**src/rtl/core/irpct_pkg.sv**
```systemverilog
// irpct_pkg: shared types, constants and register defaults for the IR pulse-code
// transmitter. No dependencies; imported by irpct_engine and the top level.
`timescale 1ns / 1ps

package irpct_pkg;

  localparam int MAX_BYTES_DEF   = 4;
  localparam int PULSE_LIMIT_DEF = 66;

  localparam int PIDX_W   = 7;   // pulse index width
  localparam int TICK_W   = 16;  // tick counter / duration width
  localparam int BYTE_W   = 8;
  localparam int CFG_IDX_W = 3;

  typedef enum logic [1:0] {
    ACT_CLEAR = 2'd0,
    ACT_LOAD  = 2'd1,
    ACT_START = 2'd2,
    ACT_TICK  = 2'd3
  } action_t;

  typedef enum logic [CFG_IDX_W-1:0] {
    CFG_LEADER_ON  = 3'd0,
    CFG_LEADER_OFF = 3'd1,
    CFG_ONE_ON     = 3'd2,
    CFG_ONE_OFF    = 3'd3,
    CFG_ZERO_ON    = 3'd4,
    CFG_ZERO_OFF   = 3'd5
  } cfg_idx_t;

  localparam logic [TICK_W-1:0] LEADER_ON_RST  = 16'd9;
  localparam logic [TICK_W-1:0] LEADER_OFF_RST = 16'd4;
  localparam logic [TICK_W-1:0] ONE_ON_RST     = 16'd0;
  localparam logic [TICK_W-1:0] ONE_OFF_RST    = 16'd1;
  localparam logic [TICK_W-1:0] ZERO_ON_RST    = 16'd0;
  localparam logic [TICK_W-1:0] ZERO_OFF_RST   = 16'd0;

  typedef struct packed {
    logic [TICK_W-1:0] leader_on;
    logic [TICK_W-1:0] leader_off;
    logic [TICK_W-1:0] one_on;
    logic [TICK_W-1:0] one_off;
    logic [TICK_W-1:0] zero_on;
    logic [TICK_W-1:0] zero_off;
  } cfg_regs_t;

  typedef struct packed {
    logic strobe;
    logic ir_drive;
    logic busy_res;
    logic done_res;
  } result_t;

endpackage

```
**src/rtl/core/irpct_engine.sv**
```systemverilog
// irpct_engine: message store, playback state and result register.
// Depends on irpct_pkg (action_t, cfg_regs_t, result_t).
`timescale 1ns / 1ps

module irpct_engine #(
  parameter int MAX_BYTES   = irpct_pkg::MAX_BYTES_DEF,
  parameter int PULSE_LIMIT = irpct_pkg::PULSE_LIMIT_DEF
) (
  input  logic                          clk,
  input  logic                          rst_n,
  input  logic                          in_vld,
  input  irpct_pkg::action_t            in_action,
  input  logic [irpct_pkg::BYTE_W-1:0]  in_data_byte,
  input  irpct_pkg::cfg_regs_t          cfg,
  output irpct_pkg::result_t            res
);
  import irpct_pkg::*;

  localparam int AW  = (MAX_BYTES > 1) ? $clog2(MAX_BYTES) : 1;
  localparam int BCW = $clog2(MAX_BYTES + 1);
  localparam int EW  = BCW + 5;  // holds 2 + 16 * byte count
  localparam int SEL_W = 5;

  logic [BYTE_W-1:0] store_r [MAX_BYTES];

  logic [BCW-1:0]    byte_count_r, byte_count_nxt;
  logic              sending_r, sending_nxt;
  logic [PIDX_W-1:0] pulse_index_r, pulse_index_nxt;
  logic [TICK_W-1:0] tick_count_r, tick_count_nxt;
  logic              drive_r, drive_nxt;
  logic              done_r, done_nxt;
  logic              strobe_r;
  logic              store_we;

  logic [PIDX_W-1:0] p_minus2;
  logic [SEL_W-1:0]  byte_sel;
  logic [2:0]        bit_sel;
  logic [BYTE_W-1:0] sel_byte;
  logic              bit_val;
  logic              burst;
  logic [TICK_W-1:0] len;
  logic [EW-1:0]     end_mark;
  logic [PIDX_W:0]   pidx_inc;

  // current pulse: level and length
  always_comb begin
    p_minus2 = pulse_index_r - PIDX_W'(2);
    byte_sel = SEL_W'(p_minus2[PIDX_W-1:4]);
    bit_sel  = p_minus2[3:1];
    sel_byte = (byte_sel < SEL_W'(MAX_BYTES)) ? store_r[byte_sel[AW-1:0]] : '0;
    bit_val  = sel_byte[bit_sel];
    if (pulse_index_r < PIDX_W'(2)) begin
      burst = (pulse_index_r == '0);
      len   = burst ? cfg.leader_on : cfg.leader_off;
    end else begin
      burst = ~p_minus2[0];
      if (bit_val) len = burst ? cfg.one_on : cfg.one_off;
      else         len = burst ? cfg.zero_on : cfg.zero_off;
    end
    end_mark = EW'({byte_count_r, 4'b0000}) + EW'(2);
    pidx_inc = {1'b0, pulse_index_r} + (PIDX_W+1)'(1);
  end

  always_comb begin
    byte_count_nxt  = byte_count_r;
    sending_nxt     = sending_r;
    pulse_index_nxt = pulse_index_r;
    tick_count_nxt  = tick_count_r;
    drive_nxt       = drive_r;
    done_nxt        = 1'b0;
    store_we        = 1'b0;
    if (in_vld) begin
      unique case (in_action)
        ACT_CLEAR: begin
          if (!sending_r) byte_count_nxt = '0;
        end
        ACT_LOAD: begin
          if (!sending_r && byte_count_r < BCW'(MAX_BYTES)) begin
            store_we       = 1'b1;
            byte_count_nxt = byte_count_r + BCW'(1);
          end
        end
        ACT_START: begin
          if (!sending_r) begin
            pulse_index_nxt = '0;
            tick_count_nxt  = '0;
            sending_nxt     = 1'b1;
          end
        end
        ACT_TICK: begin
          if (sending_r) begin
            if (EW'(pulse_index_r) >= end_mark) begin
              sending_nxt     = 1'b0;
              drive_nxt       = 1'b0;
              pulse_index_nxt = '0;
              tick_count_nxt  = '0;
              done_nxt        = 1'b1;
            end else begin
              drive_nxt = burst;
              if (tick_count_r < len) begin
                tick_count_nxt = tick_count_r + TICK_W'(1);
              end else if (pidx_inc > (PIDX_W+1)'(PULSE_LIMIT)) begin
                // pulse limit passed: abort
                sending_nxt     = 1'b0;
                drive_nxt       = 1'b0;
                pulse_index_nxt = '0;
                tick_count_nxt  = '0;
                done_nxt        = 1'b1;
              end else begin
                pulse_index_nxt = pidx_inc[PIDX_W-1:0];
                tick_count_nxt  = '0;
              end
            end
          end
        end
        default: begin
          done_nxt = 1'b0;
        end
      endcase
    end
  end

  always_ff @(posedge clk) begin
    if (!rst_n) begin
      byte_count_r  <= '0;
      sending_r     <= 1'b0;
      pulse_index_r <= '0;
      tick_count_r  <= '0;
      drive_r       <= 1'b0;
      done_r        <= 1'b0;
      strobe_r      <= 1'b0;
    end else begin
      byte_count_r  <= byte_count_nxt;
      sending_r     <= sending_nxt;
      pulse_index_r <= pulse_index_nxt;
      tick_count_r  <= tick_count_nxt;
      drive_r       <= drive_nxt;
      done_r        <= done_nxt;
      strobe_r      <= in_vld;
    end
  end

  always_ff @(posedge clk) begin
    if (store_we) begin
      store_r[byte_count_r[AW-1:0]] <= in_data_byte;
    end
  end

  assign res.strobe   = strobe_r;
  assign res.ir_drive = drive_r;
  assign res.busy_res = sending_r;
  assign res.done_res = done_r;

  a_done_idle: assert property (@(posedge clk) disable iff (!rst_n)
    done_r |-> (!sending_r && !drive_r))
    else $error("done reported while still sending or driving");

  a_idle_counters: assert property (@(posedge clk) disable iff (!rst_n)
    !sending_r |-> (pulse_index_r == '0 && tick_count_r == '0))
    else $error("pulse counters not cleared while idle");

  a_strobe_follows: assert property (@(posedge clk) disable iff (!rst_n)
    in_vld |=> strobe_r)
    else $error("accepted word produced no result");

  a_count_bound: assert property (@(posedge clk) disable iff (!rst_n)
    byte_count_r <= BCW'(MAX_BYTES))
    else $error("byte count above store depth");

  a_done_only_strobe: assert property (@(posedge clk) disable iff (!rst_n)
    done_r |-> strobe_r)
    else $error("done without a result strobe");

endmodule

```
**src/rtl/core/ir_pulse_code_transmitter_top.sv**
```systemverilog
// ir_pulse_code_transmitter_top: command port, input register, config registers.
// Depends on irpct_pkg and irpct_engine.
// Result strobe: a command word passes the input register, then the engine's strobe register.
// Throughput: one word per cycle while busy is low; busy is high only in reset and the cycle after.
// The receiver cannot stall: each result is shown for exactly one cycle.
// Reset (sync, rst_n low): store empty, idle, emitter off, config to defaults.
`timescale 1ns / 1ps

module ir_pulse_code_transmitter_top #(
  parameter int MAX_BYTES   = irpct_pkg::MAX_BYTES_DEF,
  parameter int PULSE_LIMIT = irpct_pkg::PULSE_LIMIT_DEF
) (
  input  logic                             clk,
  input  logic                             rst_n,
  input  logic                             start,
  output logic                             busy,
  input  logic [1:0]                       in_action,
  input  logic [irpct_pkg::BYTE_W-1:0]     in_data_byte,
  output logic                             out_strobe,
  output logic                             out_ir_drive,
  output logic                             out_busy_res,
  output logic                             out_done_res,
  input  logic                             cfg_valid,
  output logic                             cfg_ready,
  input  logic [irpct_pkg::CFG_IDX_W-1:0]  cfg_index,
  input  logic [irpct_pkg::TICK_W-1:0]     cfg_data
);
  import irpct_pkg::*;

  logic              busy_r;
  logic              in_vld_r;
  logic [1:0]        in_action_r;
  logic [BYTE_W-1:0] in_data_r;
  cfg_regs_t         cfg_r, cfg_nxt;
  result_t           res;

  always_ff @(posedge clk) begin
    if (!rst_n) begin
      busy_r   <= 1'b1;
      in_vld_r <= 1'b0;
    end else begin
      busy_r   <= 1'b0;
      in_vld_r <= start & ~busy_r;
    end
  end

  always_ff @(posedge clk) begin
    in_action_r <= in_action;
    in_data_r   <= in_data_byte;
  end

  always_comb begin
    cfg_nxt = cfg_r;
    if (cfg_valid) begin
      unique case (cfg_idx_t'(cfg_index))
        CFG_LEADER_ON:  cfg_nxt.leader_on  = cfg_data;
        CFG_LEADER_OFF: cfg_nxt.leader_off = cfg_data;
        CFG_ONE_ON:     cfg_nxt.one_on     = cfg_data;
        CFG_ONE_OFF:    cfg_nxt.one_off    = cfg_data;
        CFG_ZERO_ON:    cfg_nxt.zero_on    = cfg_data;
        CFG_ZERO_OFF:   cfg_nxt.zero_off   = cfg_data;
        default:        cfg_nxt = cfg_r;
      endcase
    end
  end

  always_ff @(posedge clk) begin
    if (!rst_n) begin
      cfg_r.leader_on  <= LEADER_ON_RST;
      cfg_r.leader_off <= LEADER_OFF_RST;
      cfg_r.one_on     <= ONE_ON_RST;
      cfg_r.one_off    <= ONE_OFF_RST;
      cfg_r.zero_on    <= ZERO_ON_RST;
      cfg_r.zero_off   <= ZERO_OFF_RST;
    end else begin
      cfg_r <= cfg_nxt;
    end
  end

  irpct_engine #(
    .MAX_BYTES   (MAX_BYTES),
    .PULSE_LIMIT (PULSE_LIMIT)
  ) u_engine (
    .clk          (clk),
    .rst_n        (rst_n),
    .in_vld       (in_vld_r),
    .in_action    (action_t'(in_action_r)),
    .in_data_byte (in_data_r),
    .cfg          (cfg_r),
    .res          (res)
  );

  assign busy         = busy_r;
  assign cfg_ready    = 1'b1;
  assign out_strobe   = res.strobe;
  assign out_ir_drive = res.ir_drive;
  assign out_busy_res = res.busy_res;
  assign out_done_res = res.done_res;

endmodule
```
**config.mk**
```make
export PLATFORM = sky130hd
export DESIGN_NAME = ir_pulse_code_transmitter_top
export DESIGN_NICKNAME = d
export VERILOG_FILES = /design/src/rtl/core/irpct_pkg.sv /design/src/rtl/core/irpct_engine.sv /design/src/rtl/core/ir_pulse_code_transmitter_top.sv
export SDC_FILE = /design/constraint.sdc
export NUM_CORES = 1
export LEC_CHECK = 0
export CAP_MARGIN = 5
export CORE_UTILIZATION = 63
export DETAILED_ROUTE_END_ITERATION = 8
export DONT_BUFFER_PORTS = 1
export PLACE_DENSITY_LB_ADDON = 0.2
export RECOVER_POWER = 100
export SETUP_SLACK_MARGIN = 0.05
export SYNTH_ARGS = -nofsm -noshare
export SYNTH_HDL_FRONTEND = slang
export SYNTH_SLANG_ARGS = --single-unit
```
**constraint.sdc**
```tcl
create_clock -name clk -period 15.3 [get_ports clk]
set_clock_uncertainty 0.05 [all_clocks]
set_input_delay 0.765 -clock clk [delete_from_list [all_inputs] [get_ports clk]]
set_output_delay 0.765 -clock clk [all_outputs]
set_load 0.02 [all_outputs]
```
==> results of run 1 <==
report_power, final:
group | total (mW) | internal (mW) | switching, mW | leakage (nW)
registers | 0.469 | 0.463 | 0.00523 | 1.41
logic | 0.0275 | 0.00856 | 0.0189 | 1.29
clock network | 0.409 | 0.227 | 0.182 | 0.276
total | 0.905 | 0.699 | 0.206 | 2.98
placed cells by master (no fill, tap or decap), types with 4 or more instances in the layout:
| cell | n |
|---|---|
| mux2i_1 | 20 |
| nand2_1 | 256 |
| inv_1 | 11 |
| a2111oi_0 | 7 |
| o31ai_1 | 4 |
| clkbuf_16 | 17 |
| edfxtp_1 | 32 |
| a211oi_1 | 4 |
| o211a_1 | 4 |
| xnor2_1 | 8 |
| a21oi_1 | 140 |
| o211ai_1 | 5 |
| nor2_1 | 47 |
| inv_6 | 5 |
| dfxtp_1 | 138 |
| a221o_1 | 15 |
| xor2_1 | 11 |
| or3_1 | 4 |
| nor2b_1 | 7 |
| clkinv_4 | 4 |
| and2_0 | 8 |
| ha_1 | 29 |
| nand4_1 | 10 |
| o21ai_0 | 10 |
| nand3_1 | 20 |
| and3_1 | 13 |
| buf_4 | 5 |
| nand2b_1 | 6 |
flip-flops by register name, indices dropped and copies added, names as in the netlist:
signal / count
busy: 1
cfg_r: 96
in_action_r: 2
in_data_r: 8
in_vld_r: 1
u_engine.byte_count_r: 3
u_engine.done_r: 1
u_engine.drive_r: 1
u_engine.pulse_index_r: 7
u_engine.sending_r: 1
u_engine.store_r: 32
u_engine.strobe_r: 1
u_engine.tick_count_r: 16
worst min-delay path by stage:
stage / start / to / slack (ns) / cells past startpoint
6_report: in_data_byte[4] / in_data_r[4] / 0.31 / 0
5_1_grt: in_data_byte[4] / in_data_r[4] / 0.29 / 0
4_1_cts: in_data_byte[4] / in_data_r[4] / 0.30 / 0
3_5_place_dp: cfg_r[30] / cfg_r[30] / 0.40 / 2
3_3_place_gp: cfg_r[16] / cfg_r[16] / 0.39 / 2
2_1_floorplan: cfg_r[48] / cfg_r[48] / 0.38 / 2
per-stage QoR:
step,setup WS [ns],power (mW)
6_report,7.70,0.905
5_1_grt,7.18,0.935
4_1_cts,8.69,0.907
3_5_place_dp,8.71,0.505
3_3_place_gp,8.98,0.503
2_1_floorplan,10.05,0.499
layout make-up:
class                   instances  area share [%]
multi-input cells             683            45.4
well taps                     168            2.50
inverters                      12           0.536
flip-flops and latches        170            44.3
clock buffers                  17            5.06
repair buffers                  7           0.536
clock inverters                15            1.67
critical path: cells and delay by family (launching register included):
family / cells / cell delay [ns]
and+or+nand+nor: 6 / 2.45
adders and majority gates: 2 / 0.64
AOI/OAI and AO/OA: 10 / 2.13
xor gates and xnor gates: 1 / 0.55
buffers and inverters: 2 / 1.02
DFF: 1 / 0.66
cell families after synthesis:
logic type / count (synthesis) / share of synthesized area (%)
mux: 21 / 2.84
flops: 170 / 47.4
other cells: 1 / 0.0477
simple gates: 391 / 21.5
compound gates: 222 / 17.6
buf+inv: 70 / 3.92
fa+ha+maj: 29 / 4.62
xor+xnor: 19 / 2.12
layer usage:
layer	routed length [um]	global-route usage, %
met1	8580	43.7
met2	8800	48.3
met3	1690	8.50
met4	225	9.82
met5	0	0
==> impl_metrics.yaml, run 1 <==
routing:
  drtAntennaViolNets: 0
  via_per_inst: 6.15
  route.detailed.drc: 0
  wl_per_cell_um: 18.0
  drt-initial-drc-count: 700
  wl_um: 19300
  dr.pass1.iters: 5
  vias: 6597
worst_hold_path:
  hold_path_class: "input pin to flop"
timing:
  hold_slack_ns: 0.307
  maxSlewViolCount: 99
  setup_viol: 0
  worst_pin_slew_ns: 4.39
  fmax_mhz: 132
  finalCritPeriodShare_pct: 49.7
  finalSetupTns_ns: 0
  grt_setup_unrepaired: "no"
  fin_crit_ns: 7.60
  finalHoldViolCount: 0
  relSlewSlack_pct: -193
clock_network:
  cts_buffer_depth: 2
  cts.sinks: 170
  root_buffer: "clkbuf_16"
  insertion_delay_ns: 0.43
  tritoncts: "built"
  cts_resized: 0
  cts_buffers: 17
  htreeDepth: 4
  clk_pin_slew_ns: 0.07
  ctsHoldBuffers: 0
  cts_setup_buffers: 0
logic_synthesis:
  syn_area_per_cell_um2: 8.51
  yosysWarningCount: 0
  synth_seq_area_share_pct: 47.4
  synth_edf_count: 32
  synth_area_leader_cell: "dfxtp_1"
  synth_top_cell_area_share_pct: 35.2
  synthMostInstantiatedCell: "nand2_1"
  ys_types: 67
  synthArstFlopShare_pct: 0
  yosys-top-cells-area: "dfxtp_1 35%, edfxtp_1 12%, nand2_1 12%"
  netlist_area_um2: 7860
  synthFlopType: "dfxtp_1"
  synth-seq-cells: 170
  syn_inst: 923
  syn-num-nets: 985
  synth_common_cells: "256 x nand2_1, 140 x a21oi_1, 138 x dfxtp_1"
cells_and_area:
  insertedDiodeCount: 0
  area_growth_pct: 6.98
  layout.nets: 953
  fill_cells: 956
  drive_above_1_share_pct: 4.98
  multiInputGateArea_um2: 3810
  regArea_um2: 3720
  final_util_pct: 69.7
  design_area_um2: 8400
  instances_no_fill: 1072
placed_design:
  routabilityCongestion: 0.921
  place_area_um2: 7860
  port_buffers: 0
  numPlacedInstances: 1040
  dp_hpwl_um: 12700
setup_path:
  crit_path_start_kind: "flop"
  r2r_slack_ns: 7.70
  critPathRequiredTime_ns: 15.60
  path_cells: "inv_1 > ha_1 > nor3b_1 > xor2_1 > a2111oi_0 > a311oi_1 > o211ai_1 > a21oi_2 > clkbuf_1 > and2_0 > a221o_1 > a21oi_1 > ha_1 > a21o_1 > a21oi_1 > o221ai_1 > or3b_2 > a2111o_1 > nand3_1 > nand3_1 > nor3_1"
  path_max_fanout: 17
  critPathCaptureType: "flop"
  r2r_end: "u_engine.tick_count_r[5]"
  critPathLaunch: "u_engine.pulse_index_r[1]"
  slowest_delay_ns: 0.83
  arrival_ns: 7.89
  reg2reg_from: "u_engine.pulse_index_r[1]"
  slowest_stage: "and2_0"
  r2r_cells: 21
  path_class: "flop to flop"
  critPathCapture: "u_engine.tick_count_r[5]"
global_route:
  grt_usage_pct: 31.6
  grt_max_degree: 99
  antenna_found_initial: 0
  grt_pass1_vias: 6357
  grt_pass1_wl_um: 31500
  grt_overflow: 0
status:
  outcome: "complete, but fails checks"
  violations: "capacitance limit, slew limit"
pwr:
  p_leak_nw: 2.98
  p_per_area_nw_per_um2: 108
  vdd_drop_max_uv: 107
flow_run:
  drv_cap: 1
die:
  dieHeight_um: 114
  die_area_um2: 12900
  die_w_um: 114
  ios: 39
  coreArea_um2: 12100
  start_util_pct: 65.1
  num_rows: 40
Note: power is estimated with default switching activity, not from simulation.
==> run 2: changes to the inputs <==
- CORE_UTILIZATION: 63 -> 57
- clock period: 15.3 -> 6.45 ns (I/O delays scaled with it)
==> run 2 against run 1 <==
- sequential power grew 140%
- register-to-register slack lost 7.2 ns
- the run still ends with capacitance limit, slew limit left
- critical endpoint unchanged
- sequential share of layout area shrank 2.0 points
==> impl_metrics.yaml, run 2 (synthesis results as in run 1) <==
timing:
  fmax_mhz: 169
  finalCritPeriodShare_pct: 91.7
  hold_slack_ns: 0.0184
  worst_pin_slew_ns: 4.24
  fin_crit_ns: 5.91
  grt_setup_unrepaired: "no"
  maxSlewViolCount: 99
  finalWorstSetupSlack_ns: 0.538
  setup_viol: 0
  finalSetupTns_ns: 0
  finalHoldViolCount: 0
  relSlewSlack_pct: -182
die:
  die_w_um: 119
  start_util_pct: 58.8
  coreArea_um2: 13300
  num_rows: 42
  die_area_um2: 14300
  dieHeight_um: 119
  ios: 39
routing:
  wl_um: 19900
  wl_per_cell_um: 17.8
  route.detailed.drc: 0
  drtAntennaViolNets: 0
  vias: 6669
  drt-initial-drc-count: 669
  dr.pass1.iters: 5
  via_per_inst: 5.98
clock_network:
  cts_buffer_depth: 2
  tritoncts: "built"
  cts.sinks: 170
  cts_buffers: 17
  clk_pin_slew_ns: 0.07
  insertion_delay_ns: 0.44
  root_buffer: "clkbuf_16"
  htreeDepth: 4
worst_hold_path:
  hold_path_class: "input pin to flop"
  holdPathEnd: "cfg_r[63]"
  hp-start: "cfg_data[15]"
  worstHoldPathCells: 2
setup_path:
  path_class: "flop to flop"
  crit_buf_inv: 1
  critPathRequiredTime_ns: 6.76
  r2r_cells: 20
  crit_path_start_kind: "flop"
  r2r_slack_ns: 0.54
  critPathTopFamily: "compound AO/OA/AOI/OAI gates"
  r2r_end: "u_engine.tick_count_r[5]"
  critPathCaptureType: "flop"
  slowest_stage: "dfxtp_1"
  arrival_ns: 6.22
  path_max_fanout: 14
  reg2reg_from: "u_engine.pulse_index_r[2]"
  path_cells: "inv_1 > ha_1 > nor3b_2 > xor2_2 > a2111oi_0 > a311oi_1 > o211ai_2 > a21oi_4 > and2_1 > a221o_1 > a21oi_1 > ha_1 > a21o_1 > a21oi_1 > o221ai_1 > or3b_2 > a2111o_1 > nand3_1 > nand3_2 > nor3_1"
  slowest_delay_ns: 0.55
pwr:
  p_leak_nw: 3.16
  power_mw: 2.21
  vdd_drop_max_uv: 217
  p_per_area_nw_per_um2: 251
cells_and_area:
  insertedDiodeCount: 0
  layout.nets: 989
  regArea_um2: 3720
  area_growth_pct: 12.1
  final_common_cell: "nand2_1"
  mostFrequentLayoutCells: "256 x nand2_1, 140 x a21oi_1, 138 x dfxtp_1"
  largest-register: "cfg_r"
  largest_reg_flops: 96
  drive_above_1_share_pct: 6.28
  fill_cells: 1127
  multiInputGateArea_um2: 3840
placed_design:
  place_ws_ns: 0.134
  dp_hpwl_um: 13100
  port_buffers: 0
  routabilityCongestion: 0.904
global_route:
  grt_pass1_vias: 6410
  grt_pass1_wl_um: 32300
  grt_max_degree: 99
  antenna_found_initial: 0
  top_usage_layer: "met2"
  grt_usage_pct: 29.4
  groute.layer.met1.usage_pct: 40.6
  grt_overflow: 0
  gr-usage-met3_pct: 8.00
  met2_usage_pct: 44.7
status:
  outcome: "complete, but fails checks"
  violations: "capacitance limit, slew limit"
flow_run:
  drv_cap: 1
run 2: cell types whose count changed in the layout (fill, tap and decap cells not counted), moves of 2 or more:
cell	previous run	this run
clkinv_1	3	1
dlygate4sd3_1	0	30
inv_8	1	4
and2_0	8	6
and2_1	2	4
buf_4	5	12
run 2: metrics by stage:
stage,std cells,utilization [%],instance area [um2]
floorplan,923,-,7860
global placement,1054,59.3,7910
detailed placement,1054,59.3,7910
CTS,1115,65.8,8780
global route,1116,66.0,8810
finish,1116,66.0,8810
run 2: power by group:
group	leakage, nW	total (mW)	internal (mW)	switching (mW)
clock network	0.290	1.01	0.547	0.463
registers	1.41	1.11	1.10	0.0126
logic	1.47	0.0903	0.0326	0.0577
total	3.16	2.21	1.68	0.533
run 2: routing by layer:
metal / part of all wire [%] / vias up / routed length [um]
met5: 0 / - / 0
met2: 46 / 252 / 9110
met3: 7.5 / 36 / 1500
li1: - / 3217 / -
met1: 45 / 3164 / 8960
met4: 1.7 / 0 / 340
run 2: worst max-delay path by stage:
stage	start	endpoint	slack [ns]	cells past startpoint
after floorplan	u_engine.pulse_index_r[1]	u_engine.done_r	1.20	21
after detailed placement	u_engine.pulse_index_r[2]	u_engine.tick_count_r[5]	0.13	20
final	u_engine.pulse_index_r[2]	u_engine.tick_count_r[5]	0.54	20
after global routing	u_engine.pulse_index_r[2]	u_engine.tick_count_r[5]	0.07	20
after CTS	u_engine.pulse_index_r[2]	u_engine.tick_count_r[5]	0.10	20
after global placement	u_engine.pulse_index_r[2]	u_engine.tick_count_r[5]	0.49	21
run 2: cell type report:
class	count	area share, %
multi-input cells	683	43.6
flip-flops and latches	170	42.3
repair buffers	43	4.48
clock inverters	15	1.76
well taps	176	2.50
clock buffers	17	4.83
inverters	12	0.511
run 2: repair_timing:
action,in CTS,in global routing
setup buffers,0,0
endpoints found under the setup margin,0,25
hold endpoints to repair,113,1
hold buffers,29,1
gates resized for setup,0,3
